**src/hw/rtl/ebcc_pkg.sv**
```systemverilog
// Shared types, constants and helpers of the epsilon-ball center counter.
package ebcc_pkg;

  localparam int MAX_CENTERS = 16;
  localparam int DIM         = 4;
  localparam int COMP_BITS   = 16;

  localparam int COMP_W   = 16;
  localparam int VEC_W    = DIM * COMP_W;
  localparam int SLOT_W   = (MAX_CENTERS > 1) ? $clog2(MAX_CENTERS) : 1;
  localparam int FILL_W   = $clog2(MAX_CENTERS + 1);
  localparam int SLOTS_W  = 5;
  localparam int CAP_W    = (FILL_W > SLOTS_W) ? FILL_W : SLOTS_W;
  localparam int RADIUS_W = 34;
  localparam int COUNT_W  = 32;
  localparam int CFG_IDX_W = 8;
  localparam int DIFF_W   = COMP_W + 1;
  localparam int PROD_W   = 2 * DIFF_W;
  localparam int SUM_W    = PROD_W + 2;

  localparam logic [RADIUS_W-1:0] RADIUS_RST = RADIUS_W'(65536);
  localparam logic [SLOTS_W-1:0]  SLOTS_RST  = SLOTS_W'(16);

  typedef enum logic [1:0] {
    ACT_DROP  = 2'd0,
    ACT_FILL  = 2'd1,
    ACT_MATCH = 2'd2
  } action_e;

  typedef enum logic [CFG_IDX_W-1:0] {
    CFG_RADIUS = 8'd0,
    CFG_SLOTS  = 8'd1
  } cfg_idx_e;

  typedef enum logic [2:0] {
    ST_IDLE,
    ST_SCAN,
    ST_UPDATE,
    ST_FILL,
    ST_DROP
  } state_e;

  typedef struct packed {
    logic signed [15:0] comp_a;
    logic signed [15:0] comp_b;
    logic signed [15:0] comp_c;
    logic signed [15:0] comp_d;
  } in_t;

  typedef struct packed {
    logic [1:0]  action;
    logic [3:0]  slot;
    logic [31:0] slot_hits;
    logic [31:0] drops_total;
  } out_t;

  typedef struct packed {
    logic              vld;
    logic              hit;
    logic [SLOT_W-1:0] idx;
  } dist_res_t;

  // low COMP_BITS of the field, sign-extended to the storage width
  function automatic logic signed [COMP_W-1:0] take_comp(logic [15:0] raw);
    logic signed [COMP_BITS-1:0] t;
    t = $signed(raw[COMP_BITS-1:0]);
    return COMP_W'(t);
  endfunction

  function automatic logic [VEC_W-1:0] pack_vec(in_t din);
    logic [15:0]      raw [4];
    logic [VEC_W-1:0] v;
    raw[0] = din.comp_a;
    raw[1] = din.comp_b;
    raw[2] = din.comp_c;
    raw[3] = din.comp_d;
    v = '0;
    for (int k = 0; k < DIM; k++) begin
      v[k*COMP_W +: COMP_W] = take_comp(raw[k]);
    end
    return v;
  endfunction

  function automatic logic [COUNT_W-1:0] sat_inc(logic [COUNT_W-1:0] c);
    return (c == '1) ? c : c + 1'b1;
  endfunction

endpackage

```
**src/hw/rtl/ebcc_ram.sv**
```systemverilog
// Generic single-write, single-read RAM with registered read data.
module ebcc_ram #(
  parameter int WIDTH = 32,
  parameter int DEPTH = 16
) (
  input  logic                                  clk_i,
  input  logic                                  we_i,
  input  logic [((DEPTH > 1) ? $clog2(DEPTH) : 1)-1:0] waddr_i,
  input  logic [WIDTH-1:0]                      wdata_i,
  input  logic                                  re_i,
  input  logic [((DEPTH > 1) ? $clog2(DEPTH) : 1)-1:0] raddr_i,
  output logic [WIDTH-1:0]                      rdata_o
);

  logic [WIDTH-1:0] mem_q [DEPTH];
  logic [WIDTH-1:0] rdata_q;

  always_ff @(posedge clk_i) begin
    if (we_i) begin
      mem_q[waddr_i] <= wdata_i;
    end
    if (re_i) begin
      rdata_q <= mem_q[raddr_i];
    end
  end

  assign rdata_o = rdata_q;

endmodule

```
**src/hw/rtl/ebcc_dist.sv**
```systemverilog
// Squared-distance datapath: lane squares, then sum and radius compare.
module ebcc_dist (
  input  logic                            clk_i,
  input  logic                            rst_ni,
  input  logic                            flush_i,
  input  logic                            vld_i,
  input  logic [ebcc_pkg::SLOT_W-1:0]     idx_i,
  input  logic [ebcc_pkg::VEC_W-1:0]      vec_i,
  input  logic [ebcc_pkg::VEC_W-1:0]      center_i,
  input  logic [ebcc_pkg::RADIUS_W-1:0]   radius_i,
  output ebcc_pkg::dist_res_t             res_o
);

  logic [ebcc_pkg::PROD_W-1:0] prod_d [ebcc_pkg::DIM];
  logic [ebcc_pkg::PROD_W-1:0] prod_q [ebcc_pkg::DIM];
  logic                        vld1_q;
  logic [ebcc_pkg::SLOT_W-1:0] idx1_q;
  logic [ebcc_pkg::SUM_W-1:0]  sum;

  always_comb begin
    logic signed [ebcc_pkg::DIFF_W-1:0]   a;
    logic signed [ebcc_pkg::DIFF_W-1:0]   b;
    logic signed [ebcc_pkg::DIFF_W-1:0]   d;
    logic signed [ebcc_pkg::PROD_W-1:0]   sq;
    for (int k = 0; k < ebcc_pkg::DIM; k++) begin
      a  = ebcc_pkg::DIFF_W'($signed(vec_i[k*ebcc_pkg::COMP_W +: ebcc_pkg::COMP_W]));
      b  = ebcc_pkg::DIFF_W'($signed(center_i[k*ebcc_pkg::COMP_W +: ebcc_pkg::COMP_W]));
      d  = a - b;
      sq = ebcc_pkg::PROD_W'(d) * ebcc_pkg::PROD_W'(d);
      prod_d[k] = $unsigned(sq);
    end
  end

  always_ff @(posedge clk_i or negedge rst_ni) begin
    if (!rst_ni) begin
      vld1_q <= 1'b0;
    end else begin
      vld1_q <= vld_i && !flush_i;
    end
  end

  always_ff @(posedge clk_i) begin
    idx1_q <= idx_i;
    for (int k = 0; k < ebcc_pkg::DIM; k++) begin
      prod_q[k] <= prod_d[k];
    end
  end

  always_comb begin
    sum = '0;
    for (int k = 0; k < ebcc_pkg::DIM; k++) begin
      sum = sum + ebcc_pkg::SUM_W'(prod_q[k]);
    end
    res_o.vld = vld1_q && !flush_i;
    res_o.hit = (sum <= ebcc_pkg::SUM_W'(radius_i));
    res_o.idx = idx1_q;
  end

endmodule

```
**src/hw/rtl/epsilon_ball_center_counter.sv**
```systemverilog
// Top level of the epsilon-ball center counter (leader clustering, squared radius).
// Usage:
//   Input channel in_valid_i/in_ready_o carries one vector per transaction.
//   Output channel out_valid_o/out_ready_i returns one result per vector:
//   action, slot, the slot's hit count after update and the drop total.
//   Config channel cfg_valid_i/cfg_ready_o writes radius_squared (index 0)
//   or slots_in_use (index 1); other indexes are ignored. Write only while idle.
// Timing:
//   Centers and hit counts live in two RAMs with registered reads.
//   A vector scans the N filled slots one per cycle, until a hit, through a
//   two-stage distance pipeline, then does a count write, a fill or a drop.
//   With no hit every filled slot is scanned; a hit ends the scan at its slot.
//   The result is registered as the engine returns to idle, where the next
//   vector is taken.
//   One vector is in work at a time; in_ready_o is high only while idle.
// Reset: clears state, fill count and drop counter and sets config to defaults;
//   RAM contents are left as is and only filled slots are ever read.
// Stall: a finished result waits in the output register while a new vector
//   is taken; the engine holds before its write-back until the register frees.
module epsilon_ball_center_counter (
  input  logic                             clk_i,
  input  logic                             rst_ni,
  input  logic                             in_valid_i,
  output logic                             in_ready_o,
  input  ebcc_pkg::in_t                    in_data_i,
  output logic                             out_valid_o,
  input  logic                             out_ready_i,
  output ebcc_pkg::out_t                   out_data_o,
  input  logic                             cfg_valid_i,
  output logic                             cfg_ready_o,
  input  logic [ebcc_pkg::CFG_IDX_W-1:0]   cfg_index_i,
  input  logic [ebcc_pkg::RADIUS_W-1:0]    cfg_data_i
);

  ebcc_pkg::state_e               state_q, state_d;
  logic [ebcc_pkg::VEC_W-1:0]     vec_q, vec_d;
  logic [ebcc_pkg::FILL_W-1:0]    rd_idx_q, rd_idx_d;
  logic                           rd_vld_q, rd_vld_d;
  logic [ebcc_pkg::SLOT_W-1:0]    rd_slot_q, rd_slot_d;
  logic [ebcc_pkg::SLOT_W-1:0]    hit_slot_q, hit_slot_d;
  logic [ebcc_pkg::FILL_W-1:0]    filled_q, filled_d;
  logic [ebcc_pkg::COUNT_W-1:0]   drop_q, drop_d;
  logic [ebcc_pkg::RADIUS_W-1:0]  radius_q;
  logic [ebcc_pkg::SLOTS_W-1:0]   slots_q;
  logic                           out_valid_q, out_valid_d;
  ebcc_pkg::out_t                 out_q, out_d;
  logic                           out_free;
  logic [ebcc_pkg::CAP_W-1:0]     cap;

  logic                           c_re, c_we;
  logic [ebcc_pkg::VEC_W-1:0]     c_rdata;
  logic                           n_re, n_we;
  logic [ebcc_pkg::SLOT_W-1:0]    n_waddr;
  logic [ebcc_pkg::COUNT_W-1:0]   n_wdata, n_rdata;
  ebcc_pkg::dist_res_t            dres;

  assign out_free    = !out_valid_q || out_ready_i;
  assign cfg_ready_o = 1'b1;
  assign out_valid_o = out_valid_q;
  assign out_data_o  = out_q;
  assign cap = (ebcc_pkg::CAP_W'(slots_q) < ebcc_pkg::CAP_W'(ebcc_pkg::MAX_CENTERS)) ?
               ebcc_pkg::CAP_W'(slots_q) : ebcc_pkg::CAP_W'(ebcc_pkg::MAX_CENTERS);

  ebcc_ram #(
    .WIDTH (ebcc_pkg::VEC_W),
    .DEPTH (ebcc_pkg::MAX_CENTERS)
  ) u_center_ram (
    .clk_i   (clk_i),
    .we_i    (c_we),
    .waddr_i (filled_q[ebcc_pkg::SLOT_W-1:0]),
    .wdata_i (vec_q),
    .re_i    (c_re),
    .raddr_i (rd_idx_q[ebcc_pkg::SLOT_W-1:0]),
    .rdata_o (c_rdata)
  );

  ebcc_ram #(
    .WIDTH (ebcc_pkg::COUNT_W),
    .DEPTH (ebcc_pkg::MAX_CENTERS)
  ) u_count_ram (
    .clk_i   (clk_i),
    .we_i    (n_we),
    .waddr_i (n_waddr),
    .wdata_i (n_wdata),
    .re_i    (n_re),
    .raddr_i (dres.idx),
    .rdata_o (n_rdata)
  );

  ebcc_dist u_dist (
    .clk_i    (clk_i),
    .rst_ni   (rst_ni),
    .flush_i  (state_q != ebcc_pkg::ST_SCAN),
    .vld_i    (rd_vld_q),
    .idx_i    (rd_slot_q),
    .vec_i    (vec_q),
    .center_i (c_rdata),
    .radius_i (radius_q),
    .res_o    (dres)
  );

  always_comb begin
    state_d     = state_q;
    vec_d       = vec_q;
    rd_idx_d    = rd_idx_q;
    rd_vld_d    = 1'b0;
    rd_slot_d   = rd_slot_q;
    hit_slot_d  = hit_slot_q;
    filled_d    = filled_q;
    drop_d      = drop_q;
    out_d       = out_q;
    out_valid_d = out_valid_q && !out_ready_i;
    in_ready_o  = 1'b0;
    c_re        = 1'b0;
    c_we        = 1'b0;
    n_re        = 1'b0;
    n_we        = 1'b0;
    n_waddr     = filled_q[ebcc_pkg::SLOT_W-1:0];
    n_wdata     = ebcc_pkg::COUNT_W'(1);
    case (state_q)
      ebcc_pkg::ST_IDLE: begin
        in_ready_o = 1'b1;
        if (in_valid_i) begin
          vec_d    = ebcc_pkg::pack_vec(in_data_i);
          rd_idx_d = '0;
          state_d  = ebcc_pkg::ST_SCAN;
        end
      end
      ebcc_pkg::ST_SCAN: begin
        if (dres.vld && dres.hit) begin
          n_re       = 1'b1;
          hit_slot_d = dres.idx;
          state_d    = ebcc_pkg::ST_UPDATE;
        end else if (rd_idx_q < filled_q) begin
          c_re      = 1'b1;
          rd_vld_d  = 1'b1;
          rd_slot_d = rd_idx_q[ebcc_pkg::SLOT_W-1:0];
          rd_idx_d  = rd_idx_q + 1'b1;
        end else if (!rd_vld_q && !dres.vld) begin
          state_d = (ebcc_pkg::CAP_W'(filled_q) < cap) ? ebcc_pkg::ST_FILL
                                                       : ebcc_pkg::ST_DROP;
        end
      end
      ebcc_pkg::ST_UPDATE: begin
        if (out_free) begin
          n_we              = 1'b1;
          n_waddr           = hit_slot_q;
          n_wdata           = ebcc_pkg::sat_inc(n_rdata);
          out_d.action      = ebcc_pkg::ACT_MATCH;
          out_d.slot        = 4'(hit_slot_q);
          out_d.slot_hits   = n_wdata;
          out_d.drops_total = drop_q;
          out_valid_d       = 1'b1;
          state_d           = ebcc_pkg::ST_IDLE;
        end
      end
      ebcc_pkg::ST_FILL: begin
        if (out_free) begin
          c_we              = 1'b1;
          n_we              = 1'b1;
          filled_d          = filled_q + 1'b1;
          out_d.action      = ebcc_pkg::ACT_FILL;
          out_d.slot        = 4'(filled_q[ebcc_pkg::SLOT_W-1:0]);
          out_d.slot_hits   = ebcc_pkg::COUNT_W'(1);
          out_d.drops_total = drop_q;
          out_valid_d       = 1'b1;
          state_d           = ebcc_pkg::ST_IDLE;
        end
      end
      ebcc_pkg::ST_DROP: begin
        if (out_free) begin
          drop_d            = ebcc_pkg::sat_inc(drop_q);
          out_d.action      = ebcc_pkg::ACT_DROP;
          out_d.slot        = '0;
          out_d.slot_hits   = '0;
          out_d.drops_total = drop_d;
          out_valid_d       = 1'b1;
          state_d           = ebcc_pkg::ST_IDLE;
        end
      end
      default: begin
        state_d = ebcc_pkg::ST_IDLE;
      end
    endcase
  end

  always_ff @(posedge clk_i or negedge rst_ni) begin
    if (!rst_ni) begin
      state_q     <= ebcc_pkg::ST_IDLE;
      rd_idx_q    <= '0;
      rd_vld_q    <= 1'b0;
      filled_q    <= '0;
      drop_q      <= '0;
      out_valid_q <= 1'b0;
      radius_q    <= ebcc_pkg::RADIUS_RST;
      slots_q     <= ebcc_pkg::SLOTS_RST;
    end else begin
      state_q     <= state_d;
      rd_idx_q    <= rd_idx_d;
      rd_vld_q    <= rd_vld_d;
      filled_q    <= filled_d;
      drop_q      <= drop_d;
      out_valid_q <= out_valid_d;
      if (cfg_valid_i) begin
        case (cfg_index_i)
          ebcc_pkg::CFG_RADIUS: radius_q <= cfg_data_i;
          ebcc_pkg::CFG_SLOTS:  slots_q  <= cfg_data_i[ebcc_pkg::SLOTS_W-1:0];
          default: ;
        endcase
      end
    end
  end

  always_ff @(posedge clk_i) begin
    vec_q      <= vec_d;
    rd_slot_q  <= rd_slot_d;
    hit_slot_q <= hit_slot_d;
    out_q      <= out_d;
  end

`ifndef SYNTHESIS
  a_fill_bound: assert property (@(posedge clk_i) disable iff (!rst_ni)
    filled_q <= ebcc_pkg::FILL_W'(ebcc_pkg::MAX_CENTERS))
    else $error("fill count beyond capacity");

  a_fill_step: assert property (@(posedge clk_i) disable iff (!rst_ni)
    (state_q == ebcc_pkg::ST_FILL && out_free) |=>
      filled_q == ebcc_pkg::FILL_W'($past(filled_q) + 1'b1))
    else $error("fill did not advance fill count");

  a_match_hits: assert property (@(posedge clk_i) disable iff (!rst_ni)
    (out_valid_o && out_data_o.action == ebcc_pkg::ACT_MATCH) |->
      out_data_o.slot_hits != '0)
    else $error("match reported with zero hits");

  a_drop_step: assert property (@(posedge clk_i) disable iff (!rst_ni)
    (state_q == ebcc_pkg::ST_DROP && out_free && drop_q != '1) |=>
      drop_q == ebcc_pkg::COUNT_W'($past(drop_q) + 1'b1))
    else $error("drop counter did not advance");
`endif

endmodule

```
**config.mk**
```make
export PLATFORM = sky130hd
export DESIGN_NAME = epsilon_ball_center_counter
export DESIGN_NICKNAME = d
export VERILOG_FILES = /design/src/hw/rtl/ebcc_pkg.sv /design/src/hw/rtl/ebcc_ram.sv /design/src/hw/rtl/ebcc_dist.sv /design/src/hw/rtl/epsilon_ball_center_counter.sv
export SDC_FILE = /design/constraint.sdc
export NUM_CORES = 2
export LEC_CHECK = 0
export ABC_AREA = 1
export CORE_MARGIN = 2
export CORE_UTILIZATION = 45
export CTS_BUF_LIST = sky130_fd_sc_hd__clkbuf_8
export DETAILED_ROUTE_END_ITERATION = 7
export DONT_BUFFER_PORTS = 1
export HOLD_SLACK_MARGIN = 0.05
export SLEW_MARGIN = 20
export SYNTH_ARGS = -nofsm -noshare
export SYNTH_HDL_FRONTEND = slang
export SYNTH_SLANG_ARGS = --single-unit
export TNS_END_PERCENT = 5
```
**constraint.sdc**
```tcl
create_clock -name clk_i -period 9.2 [get_ports clk_i]
set_input_delay 1.38 -clock clk_i [delete_from_list [all_inputs] [get_ports clk_i]]
set_output_delay 1.38 -clock clk_i [all_outputs]
set_load 0.02 [all_outputs]
```
Word level (Yosys, flattened, before mapping)
Memories as Yosys holds them, arrays and structs flattened. A register that Yosys moved wholly into a read port is not among the register bits.
Cells that the tools add are included.

storage, ports and cells
  output and inout port bits = 73
  bits in writable memories = 1672
  word-level logic and storage cells = 121
  flip-flop bits (word level) = 233
  memories = 3
  input bits = 111

memories
  name                words  bits a word  rd ports  clocked after memory_dff  write ports  line             text
  u_center_ram.mem_q  16     64           1         1                         1            ebcc_ram.sv:15   logic [WIDTH-1:0] mem_q [DEPTH];
  u_count_ram.mem_q   16     32           1         1                         1            ebcc_ram.sv:15
  u_dist.prod_q       4      34           4         0                         4            ebcc_dist.sv:15  logic [ebcc_pkg::PROD_W-1:0] prod_q [ebcc_pkg::DIM];

cells by class
  $lt $le $gt $ge = 4
  muxes and demuxes = 37
  reduce and logical (&&, ||, !) cells = 27
  $mul = 4
  add/subtract/negate cells = 11
  eq/ne operators = 17
  bitwise gates (word level) = 1

operator list
  operator                 number
  $mux W70                 3
  $pmux W70 S3             1
  $mul A17 B17 Y34         4
  $mux W32                 4
  $add A36 B34 Y36         2
  $sub A16 B16 Y17         4
  $add A32 B1 Y32 const B  2
  $eq A32 B32 Y1 const B   2
  $le A36 B34 Y1           1
  $add A34 B34 Y35         1
  $mux W5                  4
  $mux W3                  6
  $mux W1                  15
  $ne A2 B2 Y1 const B     6
  $reduce_and A2 Y1        6
  $reduce_and A4 Y1        3
  $add A5 B1 Y5 const B    2
  $lt A5 B5 Y1             2
  $pmux W5 S2              1
  $pmux W3 S3              1
  $eq A8 B1 Y1 const B     1
  $logic_not A8 Y1         1
  $mux W4                  2
  $eq A3 B2 Y1 const B     2
  16 further kinds         25

Longest topological paths before layout
  depth in word-level cells = 9
  depth in mapped cells = 40
  gate-level depth less buffers = 40

Hierarchy
From an unflattened synthesis, not the netlist that was laid out.

second synthesis, totals
  cell total of the unflattened synthesis = 13394
  area total of the unflattened synthesis = 129744.4 µm²

by module, submodules not included
  module                       area an instance (µm²)  times used  cells each  sequential area each (µm²)
  ebcc_dist                    49656.4                 1           5796        2747.6
  ebcc_ram at u_center_ram     45926.5                 1           4210        32671.3
  ebcc_ram at u_count_ram      23050.9                 1           2120        16335.7
  epsilon_ball_center_counter  11110.7                 1           1268        6418.7

Worst setup path before layout
Ideal clock, no wire load.

  path kind = register to register
  start point = memory u_dist.prod_q[2][2] (netlist bit)
  end point = register vec_q[0] (netlist bit) (enable)
  period minus slack after synthesis = 7.268 ns
  setup slack = 1.932 ns
  stages on the path, launching flop included = 29
  buffers on the path = 0
  data required time = 8.714 ns
  arrival time = 6.782 ns
  cells stage by stage = dfxtp_1 fa_1 inv_1 fa_1 fa_1 o21ai_2 nand2_1 nand2_1 nand2_1 nand2_1 a21boi_0 o21ai_2 a21oi_1 xnor2_1 ha_1 nand2_1 nor2_1 nand2_1 nor3b_1 nand2_1 nand2_1 nand2_1 nand2_1 nand2_1 nand2_1 nand2_1 nand3_2 nand2_2 nor2_1

RTL lines
  item                  line                                text
  start, declared       ebcc_dist.sv:15
  end signal, assigned  epsilon_ball_center_counter.sv:215  vec_q <= vec_d;
  end, declared         epsilon_ball_center_counter.sv:36   logic [ebcc_pkg::VEC_W-1:0] vec_q, vec_d;

==> summary.md <==
| Metric | Value |
|---|---|
| Status | complete, no violations |
| Area of the multi-input gates | 0.0552 mm2 |
| GR Util met2 | 37.5% |
| Synth Cell Area | 0.122 mm2 |
| Most frequent cell after synthesis | inv_1 |
| R2R depth | 29 |
| Final worst path period need | 8500 ps |
| Worst Tran Pin Value | 1180 ps |
| IO Count | 184 |
| Synth Warn # | 0 |
| All-Layer GR Usage | 23.9% |
| Finish-stage setup viols | 0 |
| FFs w/ async S/R, synth | 4.36% |
| Yosys cell types | 67 |
| Average size of a mapped cell | 11.3 um2 |
| Vias in the first global route | 81,900 |
| Crit path capture | u_dist.prod_q[1][30] |
| Fill cells | 24,000 |
| Largest stage delay, worst path | 650 ps |
| Depth of the CTS H-tree | 5 |
| Final worst-path cycle share | 92.4% |
| Post-Syn Instances | 10,800 |
| DP Area | 0.126 mm2 |
| Area of the die | 0.275 mm2 |
| Final Instance Area | 0.133 mm2 |
| Root Buffer | clkbuf_8 |
| Top cell type's share of synthesized area | 43.8% |
| Worst skew pair latency | 1030 ps |
| Core box area | 0.269 mm2 |
| Worst Path Max Fanout | 17 |
| DR DRC count | 0 |
| Area leader, netlist | edfxtp_1 |
| RR Startpoint | vec_q[16] |
| TritonCTS clock tree | yes |
| Hold WC Path Type | input port to async pin |
| Worst Setup Start Kind | flop |
| Met3 Track Usage GR | 4.44% |
| Vias post-DR | 79,100 |
| Routed len/inst | 22.3 um |
| Maxcap violations | 0 |
| Initial antenna violation count | 25 |
| CTS buffer count | 342 |
| RSZ-0062 raised after global routing | false |
| Starting DRT DRC Count | 6,741 |
| Largest net degree at the start of global routing | 216 |
| Final Max Tran Viols | 0 |
| Sequential cell area | 0.0582 mm2 |
| Post-synthesis sequential area ratio | 47.8% |
| Die height | 524 um |
| GRT met1 Usage | 34.1% |
| Most common flop cell mapped by yosys | edfxtp_1 |
| Post-DR vias/cell | 5.37 |
| Post-DP HPWL | 221,000 um |
| CP Launch Point | vec_q[16] |
| Total Neg Setup Slack | 0 ps |
| Top post-synthesis cells by area | edfxtp_1 44%, fa_1 19%, inv_1 5.8%, ha_1 5.0%, nor2_1 3.7% |
| Seq cells post-synth | 1,997 |
| Setup CP Type | flop to flop |
| GP Congestion | 0.917 |
| Max Root-Sink Buffers | 4 |
| Grt peak-use layer | met2 |
| # rows | 190 |
| Final ANT Viol Nets | 0 |
| Worst-path clk slew | 60 ps |
| First-pass GRT wire length | 499,000 um |
| Slew HR | 21.5% |
| Setup Skew | 81.1 ps |
| Number of synthesized flops with an enable pin | 1,774 |
| Worst path slowest cell | edfxtp_1 |
| Critical Path RT | 10,090 ps |
| Final net count | 12,700 |
| GR Overflow Total | 0 |
| Fin. Hold Viols | 0 |
| Synth cell count leaders | 1,869 x inv_1, 1,774 x edfxtp_1, 1,203 x nor2_1 |
| Die W | 524 um |
| Port Buf Inserts | 0 |
| DRT Wirelength | 329,000 um |
| WP data arrival | 9400 ps |
| Starting Density | 45.3% |
| Pre-antenna DRT Iters | 6 |
| Share of cells above drive strength 1 | 7.05% |
| Worst R2R Setup Slack | 700 ps |
| Clock sink count | 1,997 |
| CP Capture Type | flop |
| Layout Area Growth over Synthesis | 9.05% |
| Worst R2R End | u_dist.prod_q[1][30] |
| Post-CTS Resized | 0 |
| F_max | 118 MHz |
[cells in the final DEF, fill, tap and decap left out, types with 24 or more instances in the layout]
master    instances
inv_1          1964
edfxtp_1       1774
nor2_1         1165
fa_1           1149
nand2_1        1069
o21ai_0         583
ha_1            484
a21oi_1         457
clkbuf_8        350
mux2i_1         233
nand3_1         229
xor2_1          174
buf_4           174
o211ai_1        166
o32ai_1         155
dfxtp_1         132
xnor2_1         103
o221ai_1        102
clkinv_1         98
dfrtp_1          82
nor3_1           62
nor2_4           45
clkinv_2         39
a21o_1           28
inv_2            28
nand4_1          26
o21bai_1         24
nor4_1           24
[critical path: cells and delay by family, from the launching register on]
kind	cells	cell delay, ps
AO/OA/AOI/OAI	3	530
AND/OR/NAND/NOR	12	2090
adder cells (fa/ha/maj)	9	4020
flip-flops	1	650
XOR/XNOR	1	150
buffers and inverters	4	880
[metrics by stage]
stage / utilization, % / worst slack [ps] / hold slack, ps / std cells
CTS: 49.4 / 590 / 85.2 / 14700
global placement: 47.0 / 809 / 326 / 14100
detailed placement: 47.0 / 677 / 328 / 14100
global route: 49.4 / 57.4 / 118 / 14700
floorplan: - / 1930 / 323 / 10800
finish: 49.4 / 697 / 202 / 14700
[cells by family (layout without fill, tap and decap cells)]
family | after synthesis | after routing | synth area share [%]
buffers and inverters | 2300 | 2700 | 7.19
AO/OA/AOI/OAI | 1630 | 1630 | 8.18
other | 2 | 7 | 0.00617
XOR/XNOR | 282 | 282 | 2.09
multiplexers | 233 | 233 | 1.92
AND/OR/NAND/NOR | 2696 | 2696 | 8.97
flip-flops | 1997 | 1997 | 47.8
adder cells (fa/ha/maj) | 1633 | 1633 | 23.9
[flip-flops by register name (all words and copies together), names as in the netlist, 3 cells and up]
| signal | flops |
|---|---|
| u_center_ram.mem_q | 1024 |
| u_count_ram.mem_q | 512 |
| u_dist.prod_q | 132 |
| out_data_o | 70 |
| u_center_ram.rdata_o | 64 |
| vec_q | 64 |
| radius_q | 34 |
| drop_q | 32 |
| u_count_ram.rdata_o | 32 |
| filled_q | 5 |
| rd_idx_q | 5 |
| slots_q | 5 |
| hit_slot_q | 4 |
| rd_slot_q | 4 |
| u_dist.idx1_q | 4 |
| state_q | 3 |
[worst min-delay path by stage]
| stage | endpoint | startpoint |
|---|---|---|
| after floorplan | u_dist.idx1_q[0] | rd_slot_q[0] |
| after global placement | u_dist.idx1_q[1] | rd_slot_q[1] |
| after detailed placement | u_dist.idx1_q[3] | rd_slot_q[3] |
| after CTS | slots_q[4] | rst_ni |
| after global routing | radius_q[16] | rst_ni |
| final | slots_q[4] | rst_ni |
[timing repair]
item / in CTS / in global routing
endpoints found under the setup margin: 0 / 2
setup buffers: 0 / 2
endpoints found under the hold margin: 85 / 0
hold buffers: 1 / 0
[routing by layer]
| metal | part of all wire (%) | vias to the layer above |
|---|---|---|
| li1 | - | 36000 |
| met1 | 44 | 39900 |
| met2 | 45 | 2747 |
| met3 | 7.6 | 516 |
| met4 | 2.5 | 18 |
| met5 | 0.038 | - |
[area by class of cell]
type                            instances  share of cell area [%]
Sequential cell                      1997                    43.8
Timing Repair Buffer                  177                    1.03
Clock inverter                        263                    1.20
Tap cell                             3552                    3.35
Clock buffer                          350                    3.63
Multi-Input combinational cell       6478                    41.5
Antenna cell                            3                 0.00565
Inverter                             1910                    5.41
Power is not shown: default switching activity piles up to over one toggle a cycle in this logic, so the estimate is an artifact.
